File: src/rtl/core/ntr_pkg.sv
package ntr_pkg;

    localparam int MAX_INPUTS  = 64;
    localparam int TABLE_DEPTH = 256;
    localparam int ADDR_W      = $clog2(MAX_INPUTS);
    localparam int TIDX_W      = $clog2(TABLE_DEPTH);
    // floor(S * TABLE_DEPTH / 2^28) is an arithmetic shift of S by this much
    localparam int TSHIFT      = 28 - TIDX_W;

    localparam logic [1:0] ACT_SIGMOID = 2'd0;
    localparam logic [1:0] ACT_RELU    = 2'd1;
    localparam logic [1:0] ACT_TANH    = 2'd2;

    localparam logic [1:0] REG_ACT_KIND = 2'd0;
    localparam logic [1:0] REG_LRATE    = 2'd1;
    localparam logic [1:0] REG_VLEN     = 2'd2;

    localparam logic       OP_FORWARD = 1'b0;
    localparam logic       OP_UPDATE  = 1'b1;

    typedef logic signed [15:0] act_table_t [TABLE_DEPTH];

    // Shift-subtract long division, used only while building the tables.
    function automatic logic [63:0] udiv(input logic [63:0] num, input logic [63:0] den);
        logic [63:0] q;
        logic [64:0] r;
        q = '0;
        r = '0;
        for (int b = 63; b >= 0; b--) begin
            r = {r[63:0], num[b]};
            if (r >= {1'b0, den}) begin
                r = r - {1'b0, den};
                q[b] = 1'b1;
            end
        end
        return q;
    endfunction

    function automatic logic [63:0] round_ratio(input logic [63:0] num, input logic [63:0] den);
        return udiv(num * 64'd8192 + den, den << 1);
    endfunction

    // Builds the sigmoid or tanh table from powers of exp(-16/TABLE_DEPTH) in Q2.30, rounded at each step.
    function automatic act_table_t build_table(input logic is_tanh);
        act_table_t  tab;
        logic [63:0] pw [TABLE_DEPTH+1];
        logic [63:0] h;
        logic [63:0] e;
        logic [63:0] term;
        logic [63:0] r;
        logic [63:0] one;
        logic [63:0] t;
        logic [63:0] sg;
        int          m;
        int          k;
        one  = 64'd1 << 30;
        h    = (64'd16 << 30) / TABLE_DEPTH;
        e    = one;
        term = one;
        for (int n = 1; n <= 30; n++) begin
            term = udiv((term * h) >> 30, 64'(n));
            e    = e + term;
        end
        r = udiv((64'd1 << 60) + (e >> 1), e);
        pw[0] = one;
        for (int n = 1; n <= TABLE_DEPTH; n++) begin
            pw[n] = (pw[n-1] * r + (64'd1 << 29)) >> 30;
        end
        for (int n = 0; n < TABLE_DEPTH; n++) begin
            m  = n - TABLE_DEPTH / 2;
            k  = (m < 0) ? -m : m;
            t  = round_ratio(one - pw[2*k], one + pw[2*k]);
            sg = round_ratio((m < 0) ? pw[k] : one, one + pw[k]);
            if (is_tanh) begin
                tab[n] = (m < 0) ? -16'(t) : 16'(t);
            end else begin
                tab[n] = 16'(sg);
            end
        end
        return tab;
    endfunction

    localparam act_table_t SIGMOID_TABLE = build_table(1'b0);
    localparam act_table_t TANH_TABLE    = build_table(1'b1);

endpackage

File: src/rtl/core/ntr_weight_mem.sv
module ntr_weight_mem (
    input  logic                          aclk,
    input  logic                          aresetn,
    input  logic                          we,
    input  logic [ntr_pkg::ADDR_W-1:0]    waddr,
    input  logic signed [15:0]            wdata,
    input  logic [ntr_pkg::ADDR_W-1:0]    raddr,
    output logic signed [15:0]            rdata
);

    logic signed [15:0]                mem [ntr_pkg::MAX_INPUTS];
    logic [ntr_pkg::MAX_INPUTS-1:0]    valid_reg;
    logic signed [15:0]                rdata_reg;

    // entries never written since reset read as zero
    always_ff @(posedge aclk) begin
        if (!aresetn) begin
            valid_reg <= '0;
        end else if (we) begin
            valid_reg[waddr] <= 1'b1;
        end
    end

    always_ff @(posedge aclk) begin
        if (we) begin
            mem[waddr] <= wdata;
        end
        rdata_reg <= valid_reg[raddr] ? mem[raddr] : 16'sd0;
    end

    assign rdata = rdata_reg;

endmodule

File: src/rtl/core/ntr_activate.sv
module ntr_activate (
    input  logic signed [40:0] pre_sum,
    input  logic [1:0]         act_kind,
    output logic signed [15:0] act
);

    logic signed [40:0]                 rnd;
    logic signed [28:0]                 relu_q;
    logic signed [15:0]                 relu_v;
    logic signed [21:0]                 tidx;
    logic [ntr_pkg::TIDX_W-1:0]         tsel;

    always_comb begin
        rnd    = (pre_sum + 41'sd2048) >>> 12;
        relu_q = rnd[28:0];
        if (relu_q > 29'sd32767) begin
            relu_v = 16'sd32767;
        end else if (relu_q < 29'sd0) begin
            relu_v = 16'sd0;
        end else begin
            relu_v = relu_q[15:0];
        end

        tidx = 22'(pre_sum >>> ntr_pkg::TSHIFT) + 22'(ntr_pkg::TABLE_DEPTH / 2);
        if (tidx < 22'sd0) begin
            tsel = '0;
        end else if (tidx > 22'(ntr_pkg::TABLE_DEPTH - 1)) begin
            tsel = '1;
        end else begin
            tsel = tidx[ntr_pkg::TIDX_W-1:0];
        end

        unique case (act_kind)
            ntr_pkg::ACT_SIGMOID: act = ntr_pkg::SIGMOID_TABLE[tsel];
            ntr_pkg::ACT_RELU:    act = relu_v;
            ntr_pkg::ACT_TANH:    act = ntr_pkg::TANH_TABLE[tsel];
            default:              act = 16'sd0;
        endcase
    end

endmodule

File: src/rtl/core/neuron_mac_activate_train_top.sv
// Each item is taken in ST_IDLE (weight memory read), then passes ST_MUL (multiply)
// and ST_ACC (accumulate or write-back); s_tready is low until it is back in ST_IDLE.
// A last item then loads the output register in ST_ACT and gives its result on m_tvalid,
// waiting in ST_ACT while the previous result still waits in the output register.
// Reset (aresetn low, synchronous): clears weights (per-entry valid bits), bias,
// accumulator, element count and result valid; configuration registers return to their defaults.
module neuron_mac_activate_train_top (
    input  logic        aclk,
    input  logic        aresetn,
    // configuration write port
    input  logic        cfg_wen,
    input  logic [1:0]  cfg_index,
    input  logic [15:0] cfg_wdata,
    // input stream
    input  logic        s_tvalid,
    output logic        s_tready,
    input  logic [31:0] s_tdata,   // [15:0] sample, [31:16] error_term
    input  logic        s_tuser,   // [0] op
    input  logic        s_tlast,
    // result stream
    output logic        m_tvalid,
    input  logic        m_tready,
    output logic [15:0] m_tdata,   // [15:0] activation
    output logic [1:0]  m_tuser    // [0] kind, [1] length_error
);

    typedef enum logic [1:0] {ST_IDLE, ST_MUL, ST_ACC, ST_ACT} state_t;

    state_t             state_reg;
    logic [1:0]         kind_cfg_reg;
    logic [15:0]        lrate_reg;
    logic [6:0]         vlen_reg;

    logic signed [39:0] acc_reg;
    logic [6:0]         index_reg;
    logic signed [15:0] bias_reg;

    // item payload held while it is worked on
    logic               op_reg;
    logic               last_reg;
    logic signed [15:0] x_reg;
    logic [6:0]         pos_reg;
    logic               hw_reg;
    logic signed [32:0] step_reg;
    logic signed [31:0] prod_reg;
    logic signed [48:0] stepx_reg;
    logic signed [15:0] w_reg;

    logic               m_valid_reg;
    logic signed [15:0] m_act_reg;
    logic               m_kind_reg;
    logic               m_err_reg;

    logic               accept;
    logic signed [15:0] rd_w;
    logic signed [32:0] step_next;
    logic signed [40:0] acc_sum;
    logic signed [39:0] acc_next;
    logic signed [48:0] wstep;
    logic signed [22:0] w_diff;
    logic signed [15:0] w_next;
    logic signed [32:0] bstep;
    logic signed [17:0] b_diff;
    logic signed [15:0] bias_next;
    logic signed [40:0] pre_sum;
    logic signed [15:0] act;
    logic               len_err;
    logic               out_free;
    logic               mem_we;

    assign s_tready = (state_reg == ST_IDLE);
    assign accept   = s_tvalid && s_tready;
    assign out_free = !m_valid_reg || m_tready;

    assign step_next = $signed({1'b0, lrate_reg}) * $signed(s_tdata[31:16]);

    always_comb begin
        // accumulate with saturation to 40 bits
        acc_sum = {acc_reg[39], acc_reg} + {{9{prod_reg[31]}}, prod_reg};
        if (acc_sum[40] != acc_sum[39]) begin
            acc_next = acc_sum[40] ? {1'b1, 39'd0} : {1'b0, {39{1'b1}}};
        end else begin
            acc_next = acc_sum[39:0];
        end

        // weight step: round to nearest, ties up, then saturate
        wstep  = (stepx_reg + 49'sd134217728) >>> 28;
        w_diff = {{7{w_reg[15]}}, w_reg} - wstep[22:0];
        if (w_diff > 23'sd32767) begin
            w_next = 16'sd32767;
        end else if (w_diff < -23'sd32768) begin
            w_next = -16'sd32768;
        end else begin
            w_next = w_diff[15:0];
        end

        bstep  = (step_reg + 33'sd32768) >>> 16;
        b_diff = {{2{bias_reg[15]}}, bias_reg} - bstep[17:0];
        if (b_diff > 18'sd32767) begin
            bias_next = 16'sd32767;
        end else if (b_diff < -18'sd32768) begin
            bias_next = -16'sd32768;
        end else begin
            bias_next = b_diff[15:0];
        end

        pre_sum = {acc_reg[39], acc_reg} + {{13{bias_reg[15]}}, bias_reg, 12'd0};
        len_err = ({1'b0, pos_reg} + 8'd1 != {1'b0, vlen_reg})
               || (vlen_reg > 7'(ntr_pkg::MAX_INPUTS));
    end

    assign mem_we = (state_reg == ST_ACC) && (op_reg == ntr_pkg::OP_UPDATE) && hw_reg;

    ntr_weight_mem u_wmem (
        .aclk    (aclk),
        .aresetn (aresetn),
        .we      (mem_we),
        .waddr   (pos_reg[ntr_pkg::ADDR_W-1:0]),
        .wdata   (w_next),
        .raddr   (index_reg[ntr_pkg::ADDR_W-1:0]),
        .rdata   (rd_w)
    );

    ntr_activate u_act (
        .pre_sum  (pre_sum),
        .act_kind (kind_cfg_reg),
        .act      (act)
    );

    // payload registers: no reset
    always_ff @(posedge aclk) begin
        if (accept) begin
            op_reg   <= s_tuser;
            last_reg <= s_tlast;
            x_reg    <= s_tdata[15:0];
            pos_reg  <= index_reg;
            hw_reg   <= (index_reg < vlen_reg) && (index_reg < 7'(ntr_pkg::MAX_INPUTS));
            step_reg <= step_next;
        end
        if (state_reg == ST_MUL) begin
            w_reg     <= rd_w;
            prod_reg  <= x_reg * rd_w;
            stepx_reg <= step_reg * x_reg;
        end
        if (state_reg == ST_ACT && out_free) begin
            m_act_reg  <= (op_reg == ntr_pkg::OP_FORWARD && !len_err) ? act : 16'sd0;
            m_kind_reg <= op_reg;
            m_err_reg  <= len_err;
        end
    end

    always_ff @(posedge aclk) begin
        if (!aresetn) begin
            state_reg    <= ST_IDLE;
            kind_cfg_reg <= ntr_pkg::ACT_SIGMOID;
            lrate_reg    <= 16'd655;
            vlen_reg     <= 7'd64;
            acc_reg      <= '0;
            index_reg    <= '0;
            bias_reg     <= '0;
            m_valid_reg  <= 1'b0;
        end else begin
            if (cfg_wen) begin
                unique case (cfg_index)
                    ntr_pkg::REG_ACT_KIND: kind_cfg_reg <= cfg_wdata[1:0];
                    ntr_pkg::REG_LRATE:    lrate_reg    <= cfg_wdata;
                    ntr_pkg::REG_VLEN:     vlen_reg     <= cfg_wdata[6:0];
                    default:               ;
                endcase
            end
            // drop the result once taken; a last item reloads it in ST_ACT
            if (m_valid_reg && m_tready && state_reg != ST_ACT) begin
                m_valid_reg <= 1'b0;
            end
            unique case (state_reg)
                ST_IDLE: begin
                    // the weight read at index_reg issues on this edge
                    if (accept) begin
                        state_reg <= ST_MUL;
                    end
                end
                ST_MUL: begin
                    state_reg <= ST_ACC;
                end
                ST_ACC: begin
                    if (op_reg == ntr_pkg::OP_FORWARD && hw_reg) begin
                        acc_reg <= acc_next;
                    end
                    if (index_reg != 7'd127) begin
                        index_reg <= index_reg + 7'd1;
                    end
                    state_reg <= last_reg ? ST_ACT : ST_IDLE;
                end
                ST_ACT: begin
                    // hold until the output register is free
                    if (out_free) begin
                        if (op_reg == ntr_pkg::OP_UPDATE && !len_err) begin
                            bias_reg <= bias_next;
                        end
                        acc_reg     <= '0;
                        index_reg   <= '0;
                        m_valid_reg <= 1'b1;
                        state_reg   <= ST_IDLE;
                    end
                end
                default: state_reg <= ST_IDLE;
            endcase
        end
    end

    assign m_tvalid = m_valid_reg;
    assign m_tdata  = m_act_reg;
    assign m_tuser  = {m_err_reg, m_kind_reg};

endmodule

File: config.mk
export PLATFORM = sky130hd
export DESIGN_NAME = neuron_mac_activate_train_top
export DESIGN_NICKNAME = d
export VERILOG_FILES = /design/src/rtl/core/ntr_pkg.sv /design/src/rtl/core/ntr_weight_mem.sv /design/src/rtl/core/ntr_activate.sv /design/src/rtl/core/neuron_mac_activate_train_top.sv
export SDC_FILE = /design/constraint.sdc
export NUM_CORES = 2
export LEC_CHECK = 0
export ABC_AREA = 1
export BUFFER_PORTS_ARGS = -buffer_cell sky130_fd_sc_hd__buf_2
export CAP_MARGIN = 15
export CORE_MARGIN = 1.5
export CORE_UTILIZATION = 50
export CTS_CLUSTER_DIAMETER = 200
export DETAILED_ROUTE_END_ITERATION = 6
export PLACE_DENSITY = 0.75
export SETUP_SLACK_MARGIN = 0.3
export SYNTH_ARGS = -nofsm -noshare
export SYNTH_HDL_FRONTEND = slang
export SYNTH_SLANG_ARGS = --single-unit
File: constraint.sdc
create_clock -name aclk -period 11.4 [get_ports aclk]
set_input_delay 1.71 -clock aclk [delete_from_list [all_inputs] [get_ports aclk]]
set_output_delay 1.71 -clock aclk [all_outputs]
set_load 0.03 [all_outputs]
==> impl_metrics.ini <==
[global_routing]
grt_max_degree = 164
grt_pass1_wl_mm = 443
grt_pass1_vias = 77100
grt_overflow = 0
grt_antenna_before_repair = 14
grtUsageTotal_pct = 28.7

[finish]
nFillCells = 17000
num-nets-final = 12000
drive_above_1_share_pct = 6.15
synthToLayoutAreaGrowth_pct = 7.87
largest_reg_flops = 1024

[logic_synthesis]
synth_top_area_cell = edfxtp_1
synth_flop_cell = edfxtp_1
synth_edf_count = 1171
syn_area_um2 = 98600
synth_seq_cells = 1342
synth_cells = 10600
yosys_warnings = 0
avgSynthCellArea_um2 = 9.27
synth-seq-area-share_pct = 39.1
yosys-top-cells-area = edfxtp_1 36%, fa_1 19%, nand2_1 8.0%
ys_types = 65
netlist.area_leader.share_pct = 35.6
ys_async_sr_fraction_pct = 0
synthesis.nets = 12100

[clock_tree]
postCtsHoldBufs = 0
cts.sinks = 1342
worstSkewPairLatency_ns = 0.81
cts_root_buffer = clkbuf_16
cts-resized-gates = 0
postCtsSetupRepairBufs = 0
ctsLongestPathBuffers = 3
numCtsBuffers = 141
htree_levels = 4
cts_tree = built
path_clk_slew_ns = 0.06

[timing]
max_freq_mhz = 123
finalSetupViolations = 0
setup-tns-final_ns = 0
min_period_ns = 8.13
worstMarginPinSlew_ns = 1.10
rsz0062_at_grt = no
final_hold_viol_count = 0
final.setup_skew_ns = 0.0535
report.final.slew_viol_count = 0
relSlewSlack_pct = 26.6
post-route-period-util_pct = 71.3

[routing]
drc = 1
wl_per_cell_um = 21.7
dr.pass1.iters = 7
vias = 76500
drt-initial-drc-count = 8434
ant_nets = 0
wl_mm = 288
viasPerCell = 5.77

[worst_setup_path]
worstSetupPathType = flip-flop to flip-flop
end_kind = flip-flop
reg2reg_from = x_reg[5]
max_stage_delay_ns = 0.90
critPathSlowestCell = edfxtp_1
r2r_cells = 29
start_kind = flip-flop
startpoint = x_reg[5]
arrival_ns = 8.64
cp.required_ns = 11.91
path_max_fanout = 30

[run]
max_cap_viol_count = 0

[floorplan]
dieArea_um2 = 200000
die_h_um = 447
die_x_um = 447
start_util_pct = 50.5
io_pins = 77
core_um2 = 195000
rows = 162

[hold_path]
min_path_type = flip-flop to flip-flop
worstHoldStart = u_wmem.valid_reg[6]
holdPathStages = 2

[run_status]
outcome = finished with violations
violations = DRC

[placement]
place.gp.congestion = 1.02
hpwl_mm = 199
io_buffers = 76
## cell usage in the layout (no fill, tap or decap), drive strengths merged, types with 181 or more instances in the layout
cell / instances
fa: 959
edfxtp: 1171
nand3: 314
o21ai: 791
inv: 1807
buf: 249
ha: 447
nor2: 1040
clkbuf: 181
a21oi: 389
nand2: 2133
## layer usage
metal  GRT usage (%)  vias to the layer above  wire length [µm]
li1                -                    34000                 -
met1            37.9                    37500            111000
met2            45.9                     4166            134000
met3            5.61                      800             28700
met4            13.0                        6             13700
met5               0                        -                36
## cell type report
cell class                 count  area (µm²)  share of cell area (%)
clock inverter                80         863                   0.811
tap                         2624        3280                    3.09
timing repair buffer         249        1740                    1.64
antenna                        9        22.5                  0.0212
multi-input combinational   6967       51200                    48.2
clock buffer                 181        3850                    3.62
sequential                  1342       38600                    36.3
inverter                    1805        6790                    6.39
## cell usage after synthesis, drive strengths merged, types with 7 or more instances
cell type and instances:
o21bai 16, a221oi 15, or2 50, xor2 162, clkbuf 454, ha 447, a211oi 10, o21a 10
o22ai 167, o221ai 113, dfxtp 171, a21boi 13, a31oi 36, nor3 59, a21oi 389, o21ai 791
nand3b 11, nand3 314, o31ai 8, buf 74, o211ai 39, inv 1798, xnor2 75, nand2 2133
edfxtp 1171, fa 959, clkinv 7, nand4 68, nor2 1040
## path summary, 6_finish.rpt
kind	to	slack, ns
worst min register to register	u_wmem.valid_reg[6]	0.46
worst max register to register	prod_reg[31]	3.27
worst max-delay path	prod_reg[31]	3.27
worst min-delay path	u_wmem.valid_reg[6]	0.46
## worst max-delay path: cells and delay by family, from the launching register on
family,cells,cell delay (ns)
AOI/OAI and AO/OA,13,3.00
adders and majority gates,7,2.89
buffers and inverters,4,0.67
DFF,1,0.90
and+or+nand+nor,5,0.38
## cells by family after synthesis
group | share of synthesized area [%]
fa+ha+maj | 25.1
xor+xnor | 2.10
compound gates | 9.39
flops | 39.1
simple gates | 15.2
buf+inv | 9.02
## through the flow
| step | worst slack [ns] | std cells | utilization (%) | instance area [µm²] | hold slack (ns) |
|---|---|---|---|---|---|
| 6_report | 3.27 | 13300 | 54.5 | 106000 | 0.464 |
| 2_1_floorplan | 3.10 | 10600 | - | 98600 | 0.406 |
| 4_1_cts | 3.29 | 13200 | 54.4 | 106000 | 0.467 |
| 5_1_grt | 2.80 | 13300 | 54.4 | 106000 | 0.482 |
| 3_3_place_gp | 2.67 | 13000 | 52.0 | 102000 | 0.443 |
| 3_5_place_dp | 2.67 | 13000 | 52.0 | 102000 | 0.453 |
Power is left out: the tool's default activity adds up to more than one toggle a clock period on the data nets, which glitch-free logic cannot reach.
